[config.mk]
export PLATFORM = sky130hd
export DESIGN_NAME = button_gesture_classifier
export DESIGN_NICKNAME = d
export VERILOG_FILES = /design/src/hdl/bgc_pkg.sv /design/src/hdl/bgc_cfg_regs.sv /design/src/hdl/bgc_core.sv /design/src/hdl/button_gesture_classifier.sv
export SDC_FILE = /design/constraint.sdc
export NUM_CORES = 1
export LEC_CHECK = 0
export BUFFER_PORTS_ARGS = -buffer_cell sky130_fd_sc_hd__buf_2
export CAP_MARGIN = 20
export CELL_PAD_IN_SITES_DETAIL_PLACEMENT = 0
export CELL_PAD_IN_SITES_GLOBAL_PLACEMENT = 1
export CORE_ASPECT_RATIO = 0.5
export CORE_MARGIN = 2
export CORE_UTILIZATION = 40
export DETAILED_ROUTE_END_ITERATION = 6
export GPL_TIMING_DRIVEN = 0
export MAX_ROUTING_LAYER = met4
export PLACE_DENSITY = 0.74
export SLEW_MARGIN = 20
export SYNTH_ARGS = -nofsm -noshare
export SYNTH_HDL_FRONTEND = slang
export SYNTH_SLANG_ARGS = --single-unit
[constraint.sdc]
create_clock -name clk_i -period 6 [get_ports clk_i]
set_input_delay 0.9 -clock clk_i [delete_from_list [all_inputs] [get_ports clk_i]]
set_output_delay 0.9 -clock clk_i [all_outputs]
set_load 0.01 [all_outputs]
[src/hdl/bgc_pkg.sv]
// Package for the button gesture classifier: event codes, register indexes,
// register reset values and the configuration struct.
// No dependencies; imported by the configuration bank, the core and the top level.
package bgc_pkg;

  typedef enum logic [1:0] {
    EvNone   = 2'd0,
    EvSingle = 2'd1,
    EvLong   = 2'd2,
    EvDouble = 2'd3
  } key_event_e;

  localparam int unsigned CfgIdxWidth  = 4;
  localparam int unsigned CfgDataWidth = 16;
  localparam int unsigned ThreshWidth  = 16;

  localparam logic [CfgIdxWidth-1:0] RegEnable        = 4'd0;
  localparam logic [CfgIdxWidth-1:0] RegLongPress     = 4'd1;
  localparam logic [CfgIdxWidth-1:0] RegDoubleClick   = 4'd2;
  localparam logic [CfgIdxWidth-1:0] RegSingleTimeout = 4'd3;

  localparam logic [ThreshWidth-1:0] LongPressReset     = 16'd2000;
  localparam logic [ThreshWidth-1:0] DoubleClickReset   = 16'd300;
  localparam logic [ThreshWidth-1:0] SingleTimeoutReset = 16'd500;

  typedef struct packed {
    logic                   enable;
    logic [ThreshWidth-1:0] long_press_ticks;
    logic [ThreshWidth-1:0] double_click_ticks;
    logic [ThreshWidth-1:0] single_timeout_ticks;
  } cfg_t;

endpackage

[src/hdl/bgc_cfg_regs.sv]
// Configuration register bank of the button gesture classifier.
// Depends on bgc_pkg for register indexes, reset values and cfg_t.
module bgc_cfg_regs (
  input  logic                             clk_i,
  input  logic                             rst_ni,
  input  logic                             wr_en_i,
  input  logic [bgc_pkg::CfgIdxWidth-1:0]  wr_index_i,
  input  logic [bgc_pkg::CfgDataWidth-1:0] wr_data_i,
  output bgc_pkg::cfg_t                    cfg_o
);
  import bgc_pkg::*;

  cfg_t cfg_q, cfg_d;

  always_comb begin
    cfg_d = cfg_q;
    if (wr_en_i) begin
      unique case (wr_index_i)
        RegEnable:        cfg_d.enable               = wr_data_i[0];
        RegLongPress:     cfg_d.long_press_ticks     = wr_data_i[ThreshWidth-1:0];
        RegDoubleClick:   cfg_d.double_click_ticks   = wr_data_i[ThreshWidth-1:0];
        RegSingleTimeout: cfg_d.single_timeout_ticks = wr_data_i[ThreshWidth-1:0];
        default:          cfg_d = cfg_q;
      endcase
    end
  end

  always_ff @(posedge clk_i or negedge rst_ni) begin
    if (!rst_ni) begin
      cfg_q.enable               <= 1'b0;
      cfg_q.long_press_ticks     <= LongPressReset;
      cfg_q.double_click_ticks   <= DoubleClickReset;
      cfg_q.single_timeout_ticks <= SingleTimeoutReset;
    end else begin
      cfg_q <= cfg_d;
    end
  end

  assign cfg_o = cfg_q;

endmodule

[src/hdl/bgc_core.sv]
// Gesture state and classification logic: one sample per step strobe.
// Depends on bgc_pkg for the event codes and cfg_t.
module bgc_core #(
  parameter int unsigned TickWidth = 32
) (
  input  logic                   clk_i,
  input  logic                   rst_ni,
  input  logic                   step_i,
  input  logic                   level_i,
  input  logic [TickWidth-1:0]   now_i,
  input  bgc_pkg::cfg_t          cfg_i,
  output bgc_pkg::key_event_e    event_o
);
  import bgc_pkg::*;

  logic                 prev_level_q, prev_level_d;
  logic                 awaiting_q, awaiting_d;
  logic                 long_rep_q, long_rep_d;
  logic [1:0]           click_cnt_q, click_cnt_d;
  logic [TickWidth-1:0] press_time_q, press_time_d;
  logic [TickWidth-1:0] rel_time_q, rel_time_d;

  logic [TickWidth-1:0] since_press, since_rel;
  logic [TickWidth-1:0] long_thr, dbl_thr, single_thr;
  logic                 long_hit;
  key_event_e           ev;

  // Differences wrap modulo 2^TickWidth.
  assign since_press = now_i - press_time_q;
  assign since_rel   = now_i - rel_time_q;
  assign long_thr    = TickWidth'(cfg_i.long_press_ticks);
  assign dbl_thr     = TickWidth'(cfg_i.double_click_ticks);
  assign single_thr  = TickWidth'(cfg_i.single_timeout_ticks);
  assign long_hit    = since_press >= long_thr;

  always_comb begin
    prev_level_d = prev_level_q;
    awaiting_d   = awaiting_q;
    long_rep_d   = long_rep_q;
    click_cnt_d  = click_cnt_q;
    press_time_d = press_time_q;
    rel_time_d   = rel_time_q;
    ev           = EvNone;

    if (level_i && !prev_level_q) begin
      // Press edge starts timing and never reports anything.
      prev_level_d = 1'b1;
      press_time_d = now_i;
      awaiting_d   = 1'b1;
      long_rep_d   = 1'b0;
    end else if (!level_i && prev_level_q) begin
      prev_level_d = 1'b0;
      awaiting_d   = 1'b0;
      if (long_rep_q) begin
        long_rep_d = 1'b0;
      end else if (long_hit) begin
        ev = EvLong;
      end else if (click_cnt_q == 2'd0) begin
        click_cnt_d = 2'd1;
        rel_time_d  = now_i;
      end else if (since_rel < dbl_thr) begin
        click_cnt_d = 2'd0;
        ev          = EvDouble;
      end else begin
        // Second click came too late: report the first, keep the second pending.
        click_cnt_d = 2'd1;
        rel_time_d  = now_i;
        ev          = EvSingle;
      end
    end else if (level_i && awaiting_q && !long_rep_q && long_hit) begin
      long_rep_d = 1'b1;
      awaiting_d = 1'b0;
      ev         = EvLong;
    end else if (click_cnt_q == 2'd1 && since_rel > single_thr) begin
      click_cnt_d = 2'd0;
      ev          = EvSingle;
    end
  end

  always_ff @(posedge clk_i or negedge rst_ni) begin
    if (!rst_ni) begin
      prev_level_q <= 1'b0;
      awaiting_q   <= 1'b0;
      long_rep_q   <= 1'b0;
      click_cnt_q  <= 2'd0;
      press_time_q <= '0;
      rel_time_q   <= '0;
    end else if (step_i && cfg_i.enable) begin
      prev_level_q <= prev_level_d;
      awaiting_q   <= awaiting_d;
      long_rep_q   <= long_rep_d;
      click_cnt_q  <= click_cnt_d;
      press_time_q <= press_time_d;
      rel_time_q   <= rel_time_d;
    end
  end

  assign event_o = cfg_i.enable ? ev : EvNone;

endmodule

[src/hdl/button_gesture_classifier.sv]
// Top level of the button gesture classifier.
// Depends on bgc_pkg, bgc_cfg_regs and bgc_core.
//
// The block takes one poll sample of a button per word (the pressed level and
// a free-running tick timestamp) and returns exactly one word per sample with
// a gesture event: none, single click, long press or double click. A press
// that is held for long_press_ticks reports a long press once, either while
// still held or at release; a release that follows the previous release by
// less than double_click_ticks is a double click; a lone click whose release
// is more than single_timeout_ticks old is reported as a single click on a
// later sample. All time differences wrap modulo 2^TickWidth, so the timestamp
// may roll over freely. With enable cleared every sample gives no event and
// the gesture state is frozen. A sample is taken into an input register, is
// classified by a short path of two tick subtractions and compares against
// the gesture state, and lands in an output register; the block therefore
// accepts one sample every clock cycle while the output side does not stall,
// and each result passes through the input register and then the output
// register before it is shown. This rate is set by the update of the gesture
// state, which each sample must see from its predecessor. Configuration
// writes are always ready and must only be issued while no sample is in
// flight.
module button_gesture_classifier #(
  parameter int unsigned TickWidth = 32
) (
  input  logic                             clk_i,
  input  logic                             rst_ni,
  // Sample channel.
  input  logic                             in_valid_i,
  output logic                             in_stall_o,
  input  logic                             key_level_i,
  input  logic [31:0]                      now_tick_i,
  // Event channel.
  output logic                             out_valid_o,
  input  logic                             out_stall_i,
  output logic [1:0]                       key_event_o,
  // Configuration write channel.
  input  logic                             cfg_valid_i,
  output logic                             cfg_ready_o,
  input  logic [bgc_pkg::CfgIdxWidth-1:0]  cfg_index_i,
  input  logic [bgc_pkg::CfgDataWidth-1:0] cfg_data_i
);
  import bgc_pkg::*;

  cfg_t                 cfg;
  key_event_e           core_event;

  // Input register.
  logic                 s1_valid_q;
  logic                 level_q;
  logic [TickWidth-1:0] tick_q;

  // Output register.
  logic                 out_valid_q;
  logic [1:0]           event_q;

  logic                 in_accept;
  logic                 advance;

  // The sample in the input register moves on whenever the output register
  // is empty or is being emptied in this cycle.
  assign advance    = s1_valid_q && (!out_valid_q || !out_stall_i);
  assign in_stall_o = s1_valid_q && !advance;
  assign in_accept  = in_valid_i && !in_stall_o;

  assign cfg_ready_o = 1'b1;

  bgc_cfg_regs u_cfg_regs (
    .clk_i      (clk_i),
    .rst_ni     (rst_ni),
    .wr_en_i    (cfg_valid_i && cfg_ready_o),
    .wr_index_i (cfg_index_i),
    .wr_data_i  (cfg_data_i),
    .cfg_o      (cfg)
  );

  bgc_core #(
    .TickWidth (TickWidth)
  ) u_core (
    .clk_i   (clk_i),
    .rst_ni  (rst_ni),
    .step_i  (advance),
    .level_i (level_q),
    .now_i   (tick_q),
    .cfg_i   (cfg),
    .event_o (core_event)
  );

  always_ff @(posedge clk_i or negedge rst_ni) begin
    if (!rst_ni) begin
      s1_valid_q <= 1'b0;
    end else if (in_accept) begin
      s1_valid_q <= 1'b1;
    end else if (advance) begin
      s1_valid_q <= 1'b0;
    end
  end

  // Only the low TickWidth bits of the timestamp take part; a TickWidth above 32
  // zero extends the 32-bit timestamp.
  always_ff @(posedge clk_i) begin
    if (in_accept) begin
      level_q <= key_level_i;
      tick_q  <= TickWidth'(now_tick_i);
    end
  end

  always_ff @(posedge clk_i or negedge rst_ni) begin
    if (!rst_ni) begin
      out_valid_q <= 1'b0;
    end else if (advance) begin
      out_valid_q <= 1'b1;
    end else if (!out_stall_i) begin
      out_valid_q <= 1'b0;
    end
  end

  always_ff @(posedge clk_i) begin
    if (advance) begin
      event_q <= core_event;
    end
  end

  assign out_valid_o = out_valid_q;
  assign key_event_o = event_q;

endmodule

### Yosys cells after proc, flatten, opt, wreduce, memory -nomap -nowiden

Cells that the tools add are included.

* equal/unequal tests: 9
* bitwise logic cells: 4
* muxes and demuxes: 28
* reductions and logical operators: 34
* add/subtract/negate cells: 2
* magnitude comparators: 3

Operator list (count)
* two-way mux 32 bit: 2
* subtractor 32 bit: 2
* greater-or-equal comparator 32 x 16 -> 1 bit: 1
* greater-than comparator 32 x 16 -> 1 bit: 1
* less-than comparator 32 x 16 -> 1 bit: 1
* two-way mux 2 bit: 12
* two-way mux 1 bit: 14
* AND reduction 2 bit: 7
* AND reduction 6 bit: 2
* logical AND 1 bit: 10
* == test 4 x 2 -> 1 bit, second input constant: 2
* zero test 1 bit: 7
* != test 2 x 1 -> 1 bit, second input constant: 3
* nonzero test 2 bit: 3
* == test 4 x 1 -> 1 bit, second input constant: 1
* zero test 4 bit: 1
* != test 2 bit, second input constant: 2
* inverter 1 bit: 4
* nonzero test 3 bit: 1
* == test 2 x 1 -> 1 bit, second input constant: 1
* zero test 2 bit: 1
* OR reduction 2 bit: 1
* logical OR 1 bit: 1

* bits in registers: 155
* bits of input ports: 58
* output and inout port bits: 5

### Depth between registers and ports, before layout

Gate-level depths: netlist of run 1.

* word-level depth: 8
* gate-level depth with buffers: 22
* gate-level depth less buffers: 21

### Hierarchy

From an unflattened synthesis of run 1, not the netlist that was laid out.

* cells, all modules: 1202
* area total of the unflattened synthesis: 11628.7 um^2

By module, submodules not included
* bgc_core: area an instance 8570.7 um^2, cells each 1049, seq. area each 1701.6 um^2, instances 1
* bgc_cfg_regs: area an instance 1903.1 um^2, cells each 108, seq. area each 1246.2 um^2, instances 1
* button_gesture_classifier: area an instance 1154.9 um^2, cells each 45, seq. area each 1101.1 um^2, instances 1

### Worst setup path before layout of run 1

OpenSTA, ideal clock, no wires.

* path type: register -> register
* from: register tick_q[0]
* to: register u_core.rel_time_q[0]
* setup slack: 1367 ps
* buffers on the path: 1
* cell stages (with the launch flop): 23
* period minus slack after synthesis: 4633 ps
* data arrival time: 4508 ps
* setup time: 125 ps
* cell sequence: edfxtp_1 > inv_1 > ha_1 > fa_1 > and2b_1 > o2111ai_1 > a21oi_1 > nor2_1 > o21ai_0 > xor2_1 > ha_1 > a21o_1 > a21oi_1 > o32ai_1 > nor4b_1 > nand4b_1 > a211oi_1 > nand4_1 > nor4_2 > nand2_1 > nor3b_4 > buf_6 > mux2_4

* longest elaborated chain between the ends: 4
* elaborated cells between the ends (all ways): 9
* classes of those cells: add/sub: 2; order compare: 2; eq/ne: 1; mux: 2; bitwise: 1; reduce/logical: 1

Ends and longest elaborated chain
* from (decl): line button_gesture_classifier.sv:50 `logic [TickWidth-1:0] tick_q;`
* from (signal assigned): line button_gesture_classifier.sv:103 `tick_q <= TickWidth'(now_tick_i);`
* subtractor 32 bit (on tied branches): line bgc_core.sv:30, bgc_core.sv:29
* less-than comparator 32 x 16 -> 1 bit or greater-or-equal comparator 32 x 16 -> 1 bit (tied branches): line bgc_core.sv:61, bgc_core.sv:34
* != test 2 x 1 -> 1 bit (no line) or inverter 1 bit (tied branches)
* AND reduction 6 bit (no line)
* to (signal assigned): line bgc_core.sv:94 `rel_time_q <= rel_time_d;`
* to (decl): line bgc_core.sv:21 `logic [TickWidth-1:0] rel_time_q, rel_time_d;`

Several ways; a longest one is shown, not always the timed one. The select of a mux whose other input is x is not followed.
A chain may end at the register's enable or synchronous reset.

### Worst setup path in the final report of run 1

Same ends and word-level chain as after synthesis.

==> impl_metrics.csv, run 1 <==
group,metric,value,unit
place,place.gp.congestion,0.9300,
setup_path,worstPathMaxFanout,10,
finish,antennaDiodeCount,0,
die,die_w,236.9,um
sta,max_freq,0.1782,GHz
sta,drv_slew,0,
die,coreArea,26540,um2
setup_path,worstReg2RegEnd,"u_core.rel_time_q[0]",
sta,layout_min_cycle_time,5.613,ns
cts,cts.clk_slew.worst_paths,0.07,ns
setup_path,endpoint_kind,"flop",
route,ant_nets,0,
setup_path,critPathRequiredTime,6.33,ns
global_route,grt-ovfl-total,0,
sta,period_share,93.55,%
route,wl_met1,14980,um
die,io_pins,63,
route,wl_per_cell,18.47,um
sta,hold_viol_final,0,
cts,cts-root-buf,"clkbuf_16",
setup_path,critical_path_class,"reg2reg",
route,highest_layer,"met4",
cts,worstSkewPairLatency,0.44,ns
global_route,grt_pass1_vias,8477,
cts,cts_tree,"built",
die,die_h,120.5,um
power_and_ir_drop,powerDensity,379.3,nW/um2
logic_synthesis,ys_seq_area_share,37.31,%
hold_path,hold_class,"in2async",
setup_path,cp-start-kind,"flop",
place,hpwl,23060,um
logic_synthesis,synthArstFlopShare,77.27,%
die,dieArea,28550,um2
setup_path,arrival,5.94,ns
global_route,grt_pass1_wl,46160,um
finish,area_delta_synth_final,12.74,%
place,io_buffers,61,
finish,final.fill_count,2504,
route,first_pass_iters,5,
global_route,grt_usage,21.74,%
logic_synthesis,yosysWarnings,0,
route,first_iter_violations,705,
setup_path,r2r_slack,0.39,ns
logic_synthesis,synth_seq_cells,154,
route,wl_met3,1174,um
route,route.detailed.drc,0,
logic_synthesis,yosysUniqueCellTypes,81,
sta,worst_pin_slew,0.7263,ns
route,met2_length,12360,um
finish,finalNonFillerCells,1560,
cts,cts_hold_buf,0,
cts,cts.sink_count,154,
cts,htreeDepth,4,
setup_path,worstRegToRegCells,21,
setup_path,r2r-start,"tick_q[0]",
finish,final_nets,1366,
logic_synthesis,synth-edff-count,35,
cts,clk_path_buf_depth,2,
route,dr_total_vias,8510,
die,start_util,40.90,%
sta,layout_setup_ws,0.3868,ns
route,routed_wl,28810,um
logic_synthesis,synth_fp_nets,1282,
global_route,grt_max_degree,72,
finish,drive_gt1_share,19.12,%
power_and_ir_drop,vdd_drop_max,0.2137,mV
logic_synthesis,synth_area,10850,um2
job,cap_violations,0,
cts,cts_buffers,17,
status,outcome,"finished clean",
sta,max_slew_margin,51.21,%
route,viasPerCell,5.455,
sta,skew,0.01044,ns
place,dpl_worst_slack,-0.1651,ns
sta,rsz0062_at_grt,"false",
logic_synthesis,ys.flop_type,"dfrtp_1",
power_and_ir_drop,p_leak,0.005398,uW
die,rows,42,
global_route,grt_antenna_before_repair,0,
logic_synthesis,syn_inst,1111,
sta,setup_violations,0,
logic_synthesis,synth_area_per_cell,9.769,um2
place,placed_cells,1526,
-- cell usage after synthesis, types with 3 or more instances --
| library cell | n | area share, % |
|---|---|---|
| nor2b_1 | 6 | 0.35 |
| xor2_1 | 21 | 1.7 |
| nor3b_1 | 3 | 0.21 |
| o21a_1 | 13 | 0.90 |
| mux2_4 | 28 | 3.9 |
| edfxtp_1 | 35 | 9.7 |
| nand2_1 | 93 | 3.2 |
| dfrtp_1 | 103 | 24 |
| a21oi_2 | 3 | 0.24 |
| mux2_1 | 3 | 0.31 |
| ha_1 | 111 | 13 |
| nor2_1 | 61 | 2.1 |
| buf_2 | 5 | 0.23 |
| nand4_1 | 24 | 1.4 |
| buf_6 | 3 | 0.31 |
| nand2b_1 | 7 | 0.40 |
| a21oi_1 | 82 | 3.8 |
| o21ai_1 | 9 | 0.42 |
| mux2_2 | 64 | 6.6 |
| dfstp_2 | 16 | 3.9 |
| a21o_1 | 28 | 1.9 |
| mux2i_1 | 8 | 0.74 |
| o2111ai_1 | 3 | 0.24 |
| nor3_1 | 13 | 0.60 |
| o21bai_1 | 6 | 0.42 |
| a211o_1 | 5 | 0.40 |
| and2_1 | 4 | 0.23 |
| a21boi_0 | 4 | 0.28 |
| o211ai_1 | 7 | 0.48 |
| a211oi_1 | 10 | 0.69 |
| inv_1 | 122 | 4.2 |
| and3_1 | 10 | 0.58 |
| nand4b_1 | 3 | 0.24 |
| a2111oi_0 | 4 | 0.32 |
| nor4_1 | 7 | 0.40 |
| clkbuf_1 | 19 | 0.66 |
| or3_1 | 6 | 0.35 |
| a31oi_1 | 7 | 0.40 |
| xnor2_1 | 24 | 1.9 |
| nand3b_1 | 3 | 0.21 |
| nand3_1 | 15 | 0.69 |
| o21ai_0 | 63 | 2.9 |
-- registers in the layout, summed over array words and instances, names as in the netlist --
name / cells
u_cfg_regs.cfg_o: 49
tick_q: 32
u_core.press_time_q: 32
u_core.rel_time_q: 32
key_event_o: 2
level_q: 1
out_valid_o: 1
s1_valid_q: 1
u_core.awaiting_q: 1
u_core.click_cnt_q: 1
u_core.long_rep_q: 1
u_core.prev_level_q: 1
-- worst max-delay path by stage --
stage,from,to,slack (ns),cells after the start
floorplan,tick_q[0],u_core.rel_time_q[0],1.37,22
global placement,tick_q[0],u_core.rel_time_q[5],-0.14,21
detailed placement,tick_q[0],u_core.rel_time_q[0],-0.17,21
CTS,tick_q[0],u_core.rel_time_q[0],0.12,22
global route,tick_q[0],u_core.rel_time_q[0],0.06,21
finish,tick_q[0],u_core.rel_time_q[0],0.39,21
-- cells in the final DEF (no fill, tap or decap), types with 16 or more instances in the layout --
| master | count |
|---|---|
| nand2_1 | 93 |
| dfrtp_1 | 103 |
| xnor2_1 | 24 |
| buf_2 | 65 |
| clkbuf_16 | 17 |
| edfxtp_1 | 35 |
| ha_1 | 111 |
| a21oi_1 | 81 |
| xor2_1 | 21 |
| mux2_4 | 28 |
| nand4_1 | 24 |
| nor2_1 | 61 |
| dfstp_2 | 16 |
| mux2_2 | 64 |
| o21ai_0 | 63 |
| a21o_1 | 28 |
| inv_1 | 122 |
| clkbuf_1 | 25 |
-- layout make-up --
type	count	area (um2)	area share, %
Buffer	28	137.6	1.125
Clock buffer	24	461.7	3.773
Clock inverter	8	60.06	0.4908
Inverter	122	457.9	3.743
Multi-Input combinational cell	807	6235	50.96
Sequential cell	154	4049	33.09
Tap cell	352	440.4	3.600
Timing Repair Buffer	65	394.1	3.221
-- worst max-delay path, stage by stage, from the launching register on --
cell and delay [ns]:
edfxtp_1 0.34, inv_1 0.07, ha_1 0.23, fa_1 0.40, and2b_1 0.25, o2111ai_1 0.22
a211o_1 0.43, nand3b_2 0.18, xor2_1 0.27, ha_1 0.30, a21oi_1 0.17, o32ai_1 0.18
nor4b_2 0.31, nand4b_1 0.14, a211oi_1 0.23, nand4_1 0.17, nor4_4 0.41, nand2_1 0.20
nor3b_4 0.27, buf_12 0.16, buf_6 0.21, mux2_4 0.33
-- logic make-up (layout without fill, tap and decap cells) --
kind of cell / Yosys count / count (layout) / synth area share, %
AND/OR/NAND/NOR: 270 / 270 / 12.30
other: 1 / 1 / 0.03455
flip-flops: 154 / 154 / 37.31
buffers and inverters: 150 / 247 / 5.488
multiplexers: 103 / 103 / 11.56
adder cells (fa/ha/maj): 113 / 113 / 13.17
AO/OA/AOI/OAI: 275 / 275 / 16.51
XOR/XNOR: 45 / 45 / 3.632
-- stage by stage --
| stage | area, um2 | utilization (%) | total power, uW | hold slack [ns] | setup TNS, ns |
|---|---|---|---|---|---|
| floorplan | 10850 | - | 2998 | 0.4436 | 0 |
| global placement | 11600 | 43.71 | 3576 | 0.4519 | -3.644 |
| detailed placement | 11660 | 43.94 | 3621 | 0.4674 | -4.016 |
| CTS | 12200 | 45.96 | 4646 | 0.3880 | 0 |
| global route | 12240 | 46.11 | 5017 | 0.4132 | 0 |
| finish | 12240 | 46.11 | 4641 | 0.3882 | 0 |
-- repair_timing --
| action | in CTS | in global routing |
|---|---|---|
| cloned | 0 | 0 |
| buffers inserted | 0 | 2 |
| pin swaps | 0 | 2 |
| resized for setup | 3 | 2 |
| setup endpoints to repair | 29 | 33 |
-- report_power, final --
group	total (uW)	internal [uW]	switching [uW]	leakage (uW)
clock network	994	544	451	0.000254
logic	2230	897	1330	0.00333
registers	1420	1300	118	0.00181
-- per-layer routing --
metal  vias to the layer above  global-route usage (%)
li1                       4157                       -
met3                        23                   3.607
met2                       162                   31.93
met4                         0                   4.470
met5                         -                       -
met1                      4168                   31.61
Note: power is estimated with default switching activity, not from simulation.
==> run 2, diff against run 1 <==
REMOVE_ABC_BUFFERS = 1   (was not set)
==> impl_metrics.csv, run 2 (same netlist as run 1, synthesis figures left out) <==
group,metric,value,unit
status,outcome,"finished clean",
power_and_ir_drop,vdd_drop_max,0.2075,mV
global_route,grt_pass1_wl,44380,um
route,first_iter_violations,608,
cts,worstSkewPairLatency,0.45,ns
place,dpl_worst_slack,-0.8347,ns
die,dieArea,28550,um2
global_route,grt_max_degree,67,
die,start_util,40.90,%
sta,max_freq,0.1775,GHz
cts,cts-root-buf,"clkbuf_16",
die,die_w,236.9,um
setup_path,max_stage_delay,0.56,ns
cts,cts_buffers,17,
sta,max_slew_margin,40.17,%
sta,period_share,93.87,%
route,route.detailed.drc,0,
power_and_ir_drop,powerDensity,387.7,nW/um2
finish,final_nets,1347,
setup_path,worstPathMaxFanout,12,
global_route,grt_antenna_before_repair,0,
setup_path,r2r_slack,0.37,ns
finish,drive_gt1_share,20.10,%
finish,layout_commonest_cell,"inv_1",
route,dr_total_vias,8422,
finish,antennaDiodeCount,0,
setup_path,endpoint_kind,"flop",
setup_path,critical_path_class,"reg2reg",
finish,area_delta_synth_final,13.64,%
global_route,grt-ovfl-total,0,
global_route,grt_pass1_vias,8226,
setup_path,slowest_stage,"a2111oi_2",
setup_path,path_cells,"ha_1 > a21oi_1 > a2111oi_2 > nor2_1 > a21oi_2 > xor2_1 > ha_1 > nand4_1 > o32ai_1 > nor4b_2 > nand4b_1 > a211oi_1 > nand4_1 > nor4_4 > buf_4 > nand2_1 > nor3b_4 > buf_8 > buf_6 > buf_6 > mux2_1",
route,viasPerCell,5.465,
power_and_ir_drop,p_leak,0.005445,uW
die,die_h,120.5,um
route,ant_nets,0,
cts,clk_path_buf_depth,2,
finish,fin_area,12330,um2
die,coreArea,26540,um2
place,io_buffers,61,
setup_path,r2r-start,"tick_q[2]",
setup_path,worstReg2RegEnd,"u_core.rel_time_q[27]",
setup_path,critical_path.top_delay_family,"simple AND/OR/NAND/NOR gates",
finish,largest_reg_flops,49,
finish,mostFrequentLayoutCells,"inv_1 (122), ha_1 (111), dfrtp_1 (103)",
die,io_pins,63,
sta,setup_violations,0,
cts,cts_tree,"built",
cts,htreeDepth,4,
job,cap_violations,0,
sta,drv_slew,0,
place,hpwl,21580,um
power_and_ir_drop,power,4781,uW
setup_path,cp-start-kind,"flop",
sta,skew,0.01298,ns
route,wl_per_cell,17.87,um
hold_path,hold_class,"in2async",
place,place_area,11610,um2
sta,layout_min_cycle_time,5.632,ns
sta,layout_setup_ws,0.3678,ns
die,rows,42,
setup_path,critPathRequiredTime,6.32,ns
route,first_pass_iters,5,
route,routed_wl,27540,um
cts,cts.clk_slew.worst_paths,0.07,ns
setup_path,path_buf_inv,4,
cts,cts.sink_count,154,
setup_path,worstRegToRegCells,21,
sta,worst_pin_slew,0.8953,ns
place,place.gp.congestion,0.8881,
global_route,grt_usage,20.75,%
setup_path,arrival,5.96,ns
sta,hold_viol_final,0,
==> run 2: cell types whose count changed in the layout (fill, tap and decap cells not counted), moves of 2 or more <==
cell       previous run  this run
buf_2                65        60
bufinv_16             0         4
clkinv_4              1         3
clkbuf_1             25         0
inv_8                 0         2
inv_4                 2         0
buf_4                 2         5
inv_6                 3         1
==> run 2: worst max path at each step <==
stage / cells after the start / to / from / slack, ns
2_1_floorplan: 21 / u_core.rel_time_q[25] / tick_q[0] / 0.49
4_1_cts: 24 / u_core.rel_time_q[27] / tick_q[0] / 0.06
3_5_place_dp: 23 / u_core.rel_time_q[27] / tick_q[0] / -0.83
3_3_place_gp: 17 / u_core.rel_time_q[27] / tick_q[2] / -1.56
5_1_grt: 23 / u_core.rel_time_q[27] / tick_q[2] / -0.004
6_report: 21 / u_core.rel_time_q[27] / tick_q[2] / 0.37
==> run 2: final cells by class <==
type,count,area (um2)
tap,352,440.4
fill,2514,14200
inverter,122,457.9
clock buffer,17,425.4
sequential,154,4049
timing repair buffer,74,484.2
clock inverter,15,217.7
multi-input combinational,807,6259
==> run 2: report_power, final <==
| group | switching [uW] | internal, uW | leakage [uW] |
|---|---|---|---|
| clock network | 477 | 705 | 0.000308 |
| registers | 113 | 1300 | 0.00181 |
| logic | 1280 | 906 | 0.00333 |
==> run 2: repair_timing <==
item,CTS,global route
setup endpoints to repair,33,21
pin swaps,2,1
hold buffers,0,0
gates resized for setup,3,4
setup buffers,3,1
==> run 2: metrics by stage <==
step,setup TNS (ns),hold slack [ns],cells,utilization [%]
4_1_cts,0,0.4367,1539,46.31
3_3_place_gp,-49.75,0.4575,1496,43.19
2_1_floorplan,0,0.4436,1083,-
5_1_grt,-0.003739,0.4310,1541,46.47
6_report,0,0.4137,1541,46.47
3_5_place_dp,-18.14,0.4763,1504,43.75
==> run 2: worst reg2reg max path: stages (launching register included) <==
cell	delay, ns
edfxtp_1	0.48
ha_1	0.39
a21oi_1	0.12
a2111oi_2	0.56
nor2_1	0.17
a21oi_2	0.40
xor2_1	0.20
ha_1	0.26
nand4_1	0.17
o32ai_1	0.15
nor4b_2	0.33
nand4b_1	0.14
a211oi_1	0.22
nand4_1	0.17
nor4_4	0.17
buf_4	0.20
nand2_1	0.13
nor3b_4	0.29
buf_8	0.20
buf_6	0.21
buf_6	0.22
mux2_1	0.35
==> run 2: routing by layer <==
layer,up-vias,part of all wire (%),global-route usage [%]
li1,4121,-,-
met1,4140,50,29.10
met2,140,44,30.86
met3,21,4.9,4.635
met4,0,1.0,4.272
met5,-,0,-
==> run 3, diff against run 2 <==
PLACE_DENSITY = not set   (was 0.74)
PLACE_DENSITY_LB_ADDON = 0.1   (was not set)
SYNTH_HIERARCHICAL = 1   (was not set)
==> impl_metrics.csv, run 3 <==
group,metric,value,unit
hold_path,hold_class,"in2async",
die,io_pins,63,
logic_synthesis,ys_seq_area_share,34.82,%
route,first_pass_iters,5,
route,dr_total_vias,9154,
logic_synthesis,synthTopCellsByArea,"dfrtp_1 (22%), ha_1 (12%), edfxtp_1 (9.0%)",
setup_path,critPathRequiredTime,6.33,ns
logic_synthesis,synth_most_common_cell,"inv_1",
power_and_ir_drop,vdd_drop_max,0.2150,mV
finish,drive_gt1_share,20.80,%
die,rows,44,
power_and_ir_drop,p_leak,0.005667,uW
route,wl_per_cell,19.71,um
finish,final.fill_count,2791,
die,start_util,40.39,%
global_route,grt-ovfl-total,0,
setup_path,startpoint,"tick_q[7]",
global_route,grt_usage,22.84,%
route,routed_wl,32440,um
finish,fin_area,12890,um2
cts,htreeDepth,4,
logic_synthesis,syn_inst,1202,
finish,largest_reg_flops,49,
sta,period_share,93.47,%
place,placed_cells,1611,
sta,worst_pin_slew,0.9881,ns
finish,finalNonFillerCells,1646,
cts,cts.sink_count,154,
die,die_h,124.6,um
place,io_buffers,61,
place,place_area,12250,um2
setup_path,worstPathMaxFanout,17,
die,die_w,245.1,um
sta,hold_ws,0.3670,ns
setup_path,r2r-start,"tick_q[7]",
route,route.detailed.drc,0,
setup_path,critical_path_class,"reg2reg",
cts,cts_tree,"built",
cts,clk_path_buf_depth,2,
sta,max_slew_margin,33.99,%
logic_synthesis,synth_top_area_cell,"dfrtp_1",
setup_path,arrival,5.94,ns
logic_synthesis,yosysWarnings,6,
setup_path,cp-start-kind,"flop",
global_route,grt_pass1_vias,8939,
route,ant_nets,0,
power_and_ir_drop,powerDensity,377.4,nW/um2
cts,cts.clk_slew.worst_paths,0.07,ns
setup_path,endpoint_kind,"flop",
job,cap_violations,0,
finish,utilization,44.76,%
sta,max_freq,0.1783,GHz
sta,skew,0.008404,ns
logic_synthesis,synth_seq_cells,154,
cts,cts-root-buf,"clkbuf_16",
place,place.gp.congestion,0.9113,
sta,layout_min_cycle_time,5.608,ns
finish,layout_commonest_cell,"inv_1",
finish,final_nets,1413,
finish,mostFrequentLayoutCells,"inv_1 (136), ha_1 (111), dfrtp_1 (103)",
finish,area_delta_synth_final,10.82,%
place,hpwl,25770,um
status,outcome,"finished clean",
route,first_iter_violations,766,
cts,cts_buffers,17,
die,coreArea,28790,um2
power_and_ir_drop,power,4863,uW
logic_synthesis,synthArstFlopShare,77.27,%
sta,rsz0062_at_grt,"false",
global_route,grt_antenna_before_repair,0,
sta,drv_slew,0,
global_route,grt_max_degree,62,
global_route,grt_pass1_wl,51890,um
logic_synthesis,synth_top_area_share,22.16,%
logic_synthesis,netlist_top_cells_count,"inv_1 (136), ha_1 (111), dfrtp_1 (103)",
cts,worstSkewPairLatency,0.44,ns
die,dieArea,30530,um2
logic_synthesis,synth-edff-count,35,
logic_synthesis,ys.flop_type,"dfrtp_1",
finish,antennaDiodeCount,0,
sta,setup_violations,0,
logic_synthesis,yosysUniqueCellTypes,95,
sta,hold_viol_final,0,
logic_synthesis,synth_area_per_cell,9.674,um2
route,viasPerCell,5.561,
logic_synthesis,synth_area,11630,um2
-- run 3: power by group --
part | switching (uW) | internal (uW)
clock | 473 | 614
combinational | 1390 | 953
sequential | 129 | 1300
-- run 3: final cells by class --
type / instances / area, um2 / area share, %
clock inverter: 10 / 103.9 / 0.8058
clock buffer: 22 / 475.5 / 3.689
tap: 391 / 489.2 / 3.796
inverter: 136 / 510.5 / 3.961
timing repair buffer: 66 / 422.9 / 3.282
multi-input combinational: 867 / 6837 / 53.05
sequential: 154 / 4049 / 31.42
-- run 3: cell families (layout without fill, tap and decap cells) --
kind of cell / after synthesis / after routing / share of synthesized area [%]
other: 1 / 1 / 0.03225
buffers and inverters: 182 / 234 / 6.606
flip-flops: 154 / 154 / 34.82
adder cells (fa/ha/maj): 113 / 113 / 12.29
AND/OR/NAND/NOR: 303 / 304 / 13.78
AO/OA/AOI/OAI: 294 / 294 / 17.43
XOR/XNOR: 38 / 38 / 2.862
multiplexers: 117 / 117 / 12.18
-- run 3: worst paths after layout --
| check | end | slack, ns | depth (start not counted) |
|---|---|---|---|
| worst min register to register | u_core/press_time_q[0] | 0.50 | 2 |
| worst max-delay path | u_core/rel_time_q[28] | 0.39 | 17 |
| max in group asynchronous | u_core/press_time_q[24] | 4.94 | 2 |
| worst min-delay path | u_core/press_time_q[0] | 0.37 | 1 |
| min in group clk_i | u_core/press_time_q[0] | 0.50 | 2 |
| worst max register to register | u_core/rel_time_q[28] | 0.39 | 17 |
-- run 3: critical path, cell delays in order, from the launching register on --
cell and delay (ns):
edfxtp_1 0.49, ha_1 0.47, nand4_2 0.21, o221ai_2 0.50, a21boi_2 0.20, nor2b_1 0.20, xnor2_1 0.16, ha_1 0.30
a211oi_1 0.47, o32a_1 0.26, nand4_1 0.09, or4_1 0.57, nor3_2 0.13, nand4_1 0.16, nor4b_4 0.56, nand4_4 0.16
buf_12 0.23, mux2_4 0.31
-- run 3: timing repair --
item,4_1_cts,5_1_grt
gates cloned,1,0
resized for setup,1,0
hold buffers,0,0
endpoints found under the hold margin,0,0
pin swaps,1,2
setup endpoints to repair,32,32
buffers inserted,0,2
-- run 3: through the flow --
| stage | setup slack (ns) | setup TNS [ns] |
|---|---|---|
| 3_5_place_dp | -0.1084 | -2.999 |
| 6_report | 0.3919 | 0 |
| 5_1_grt | 0.07489 | 0 |
| 4_1_cts | 0.1231 | 0 |
| 2_1_floorplan | 1.205 | 0 |
| 3_3_place_gp | -0.1069 | -2.985 |
-- run 3: metal layers --
layer  global-route usage, %  vias to the layer above  share of wire (%)
met3                   3.814                       15                5.1
met4                   4.197                        0               0.78
met1                   34.45                     4443                 53
li1                        -                     4455                  -
met5                       -                        -                  0
met2                   32.04                      241                 42
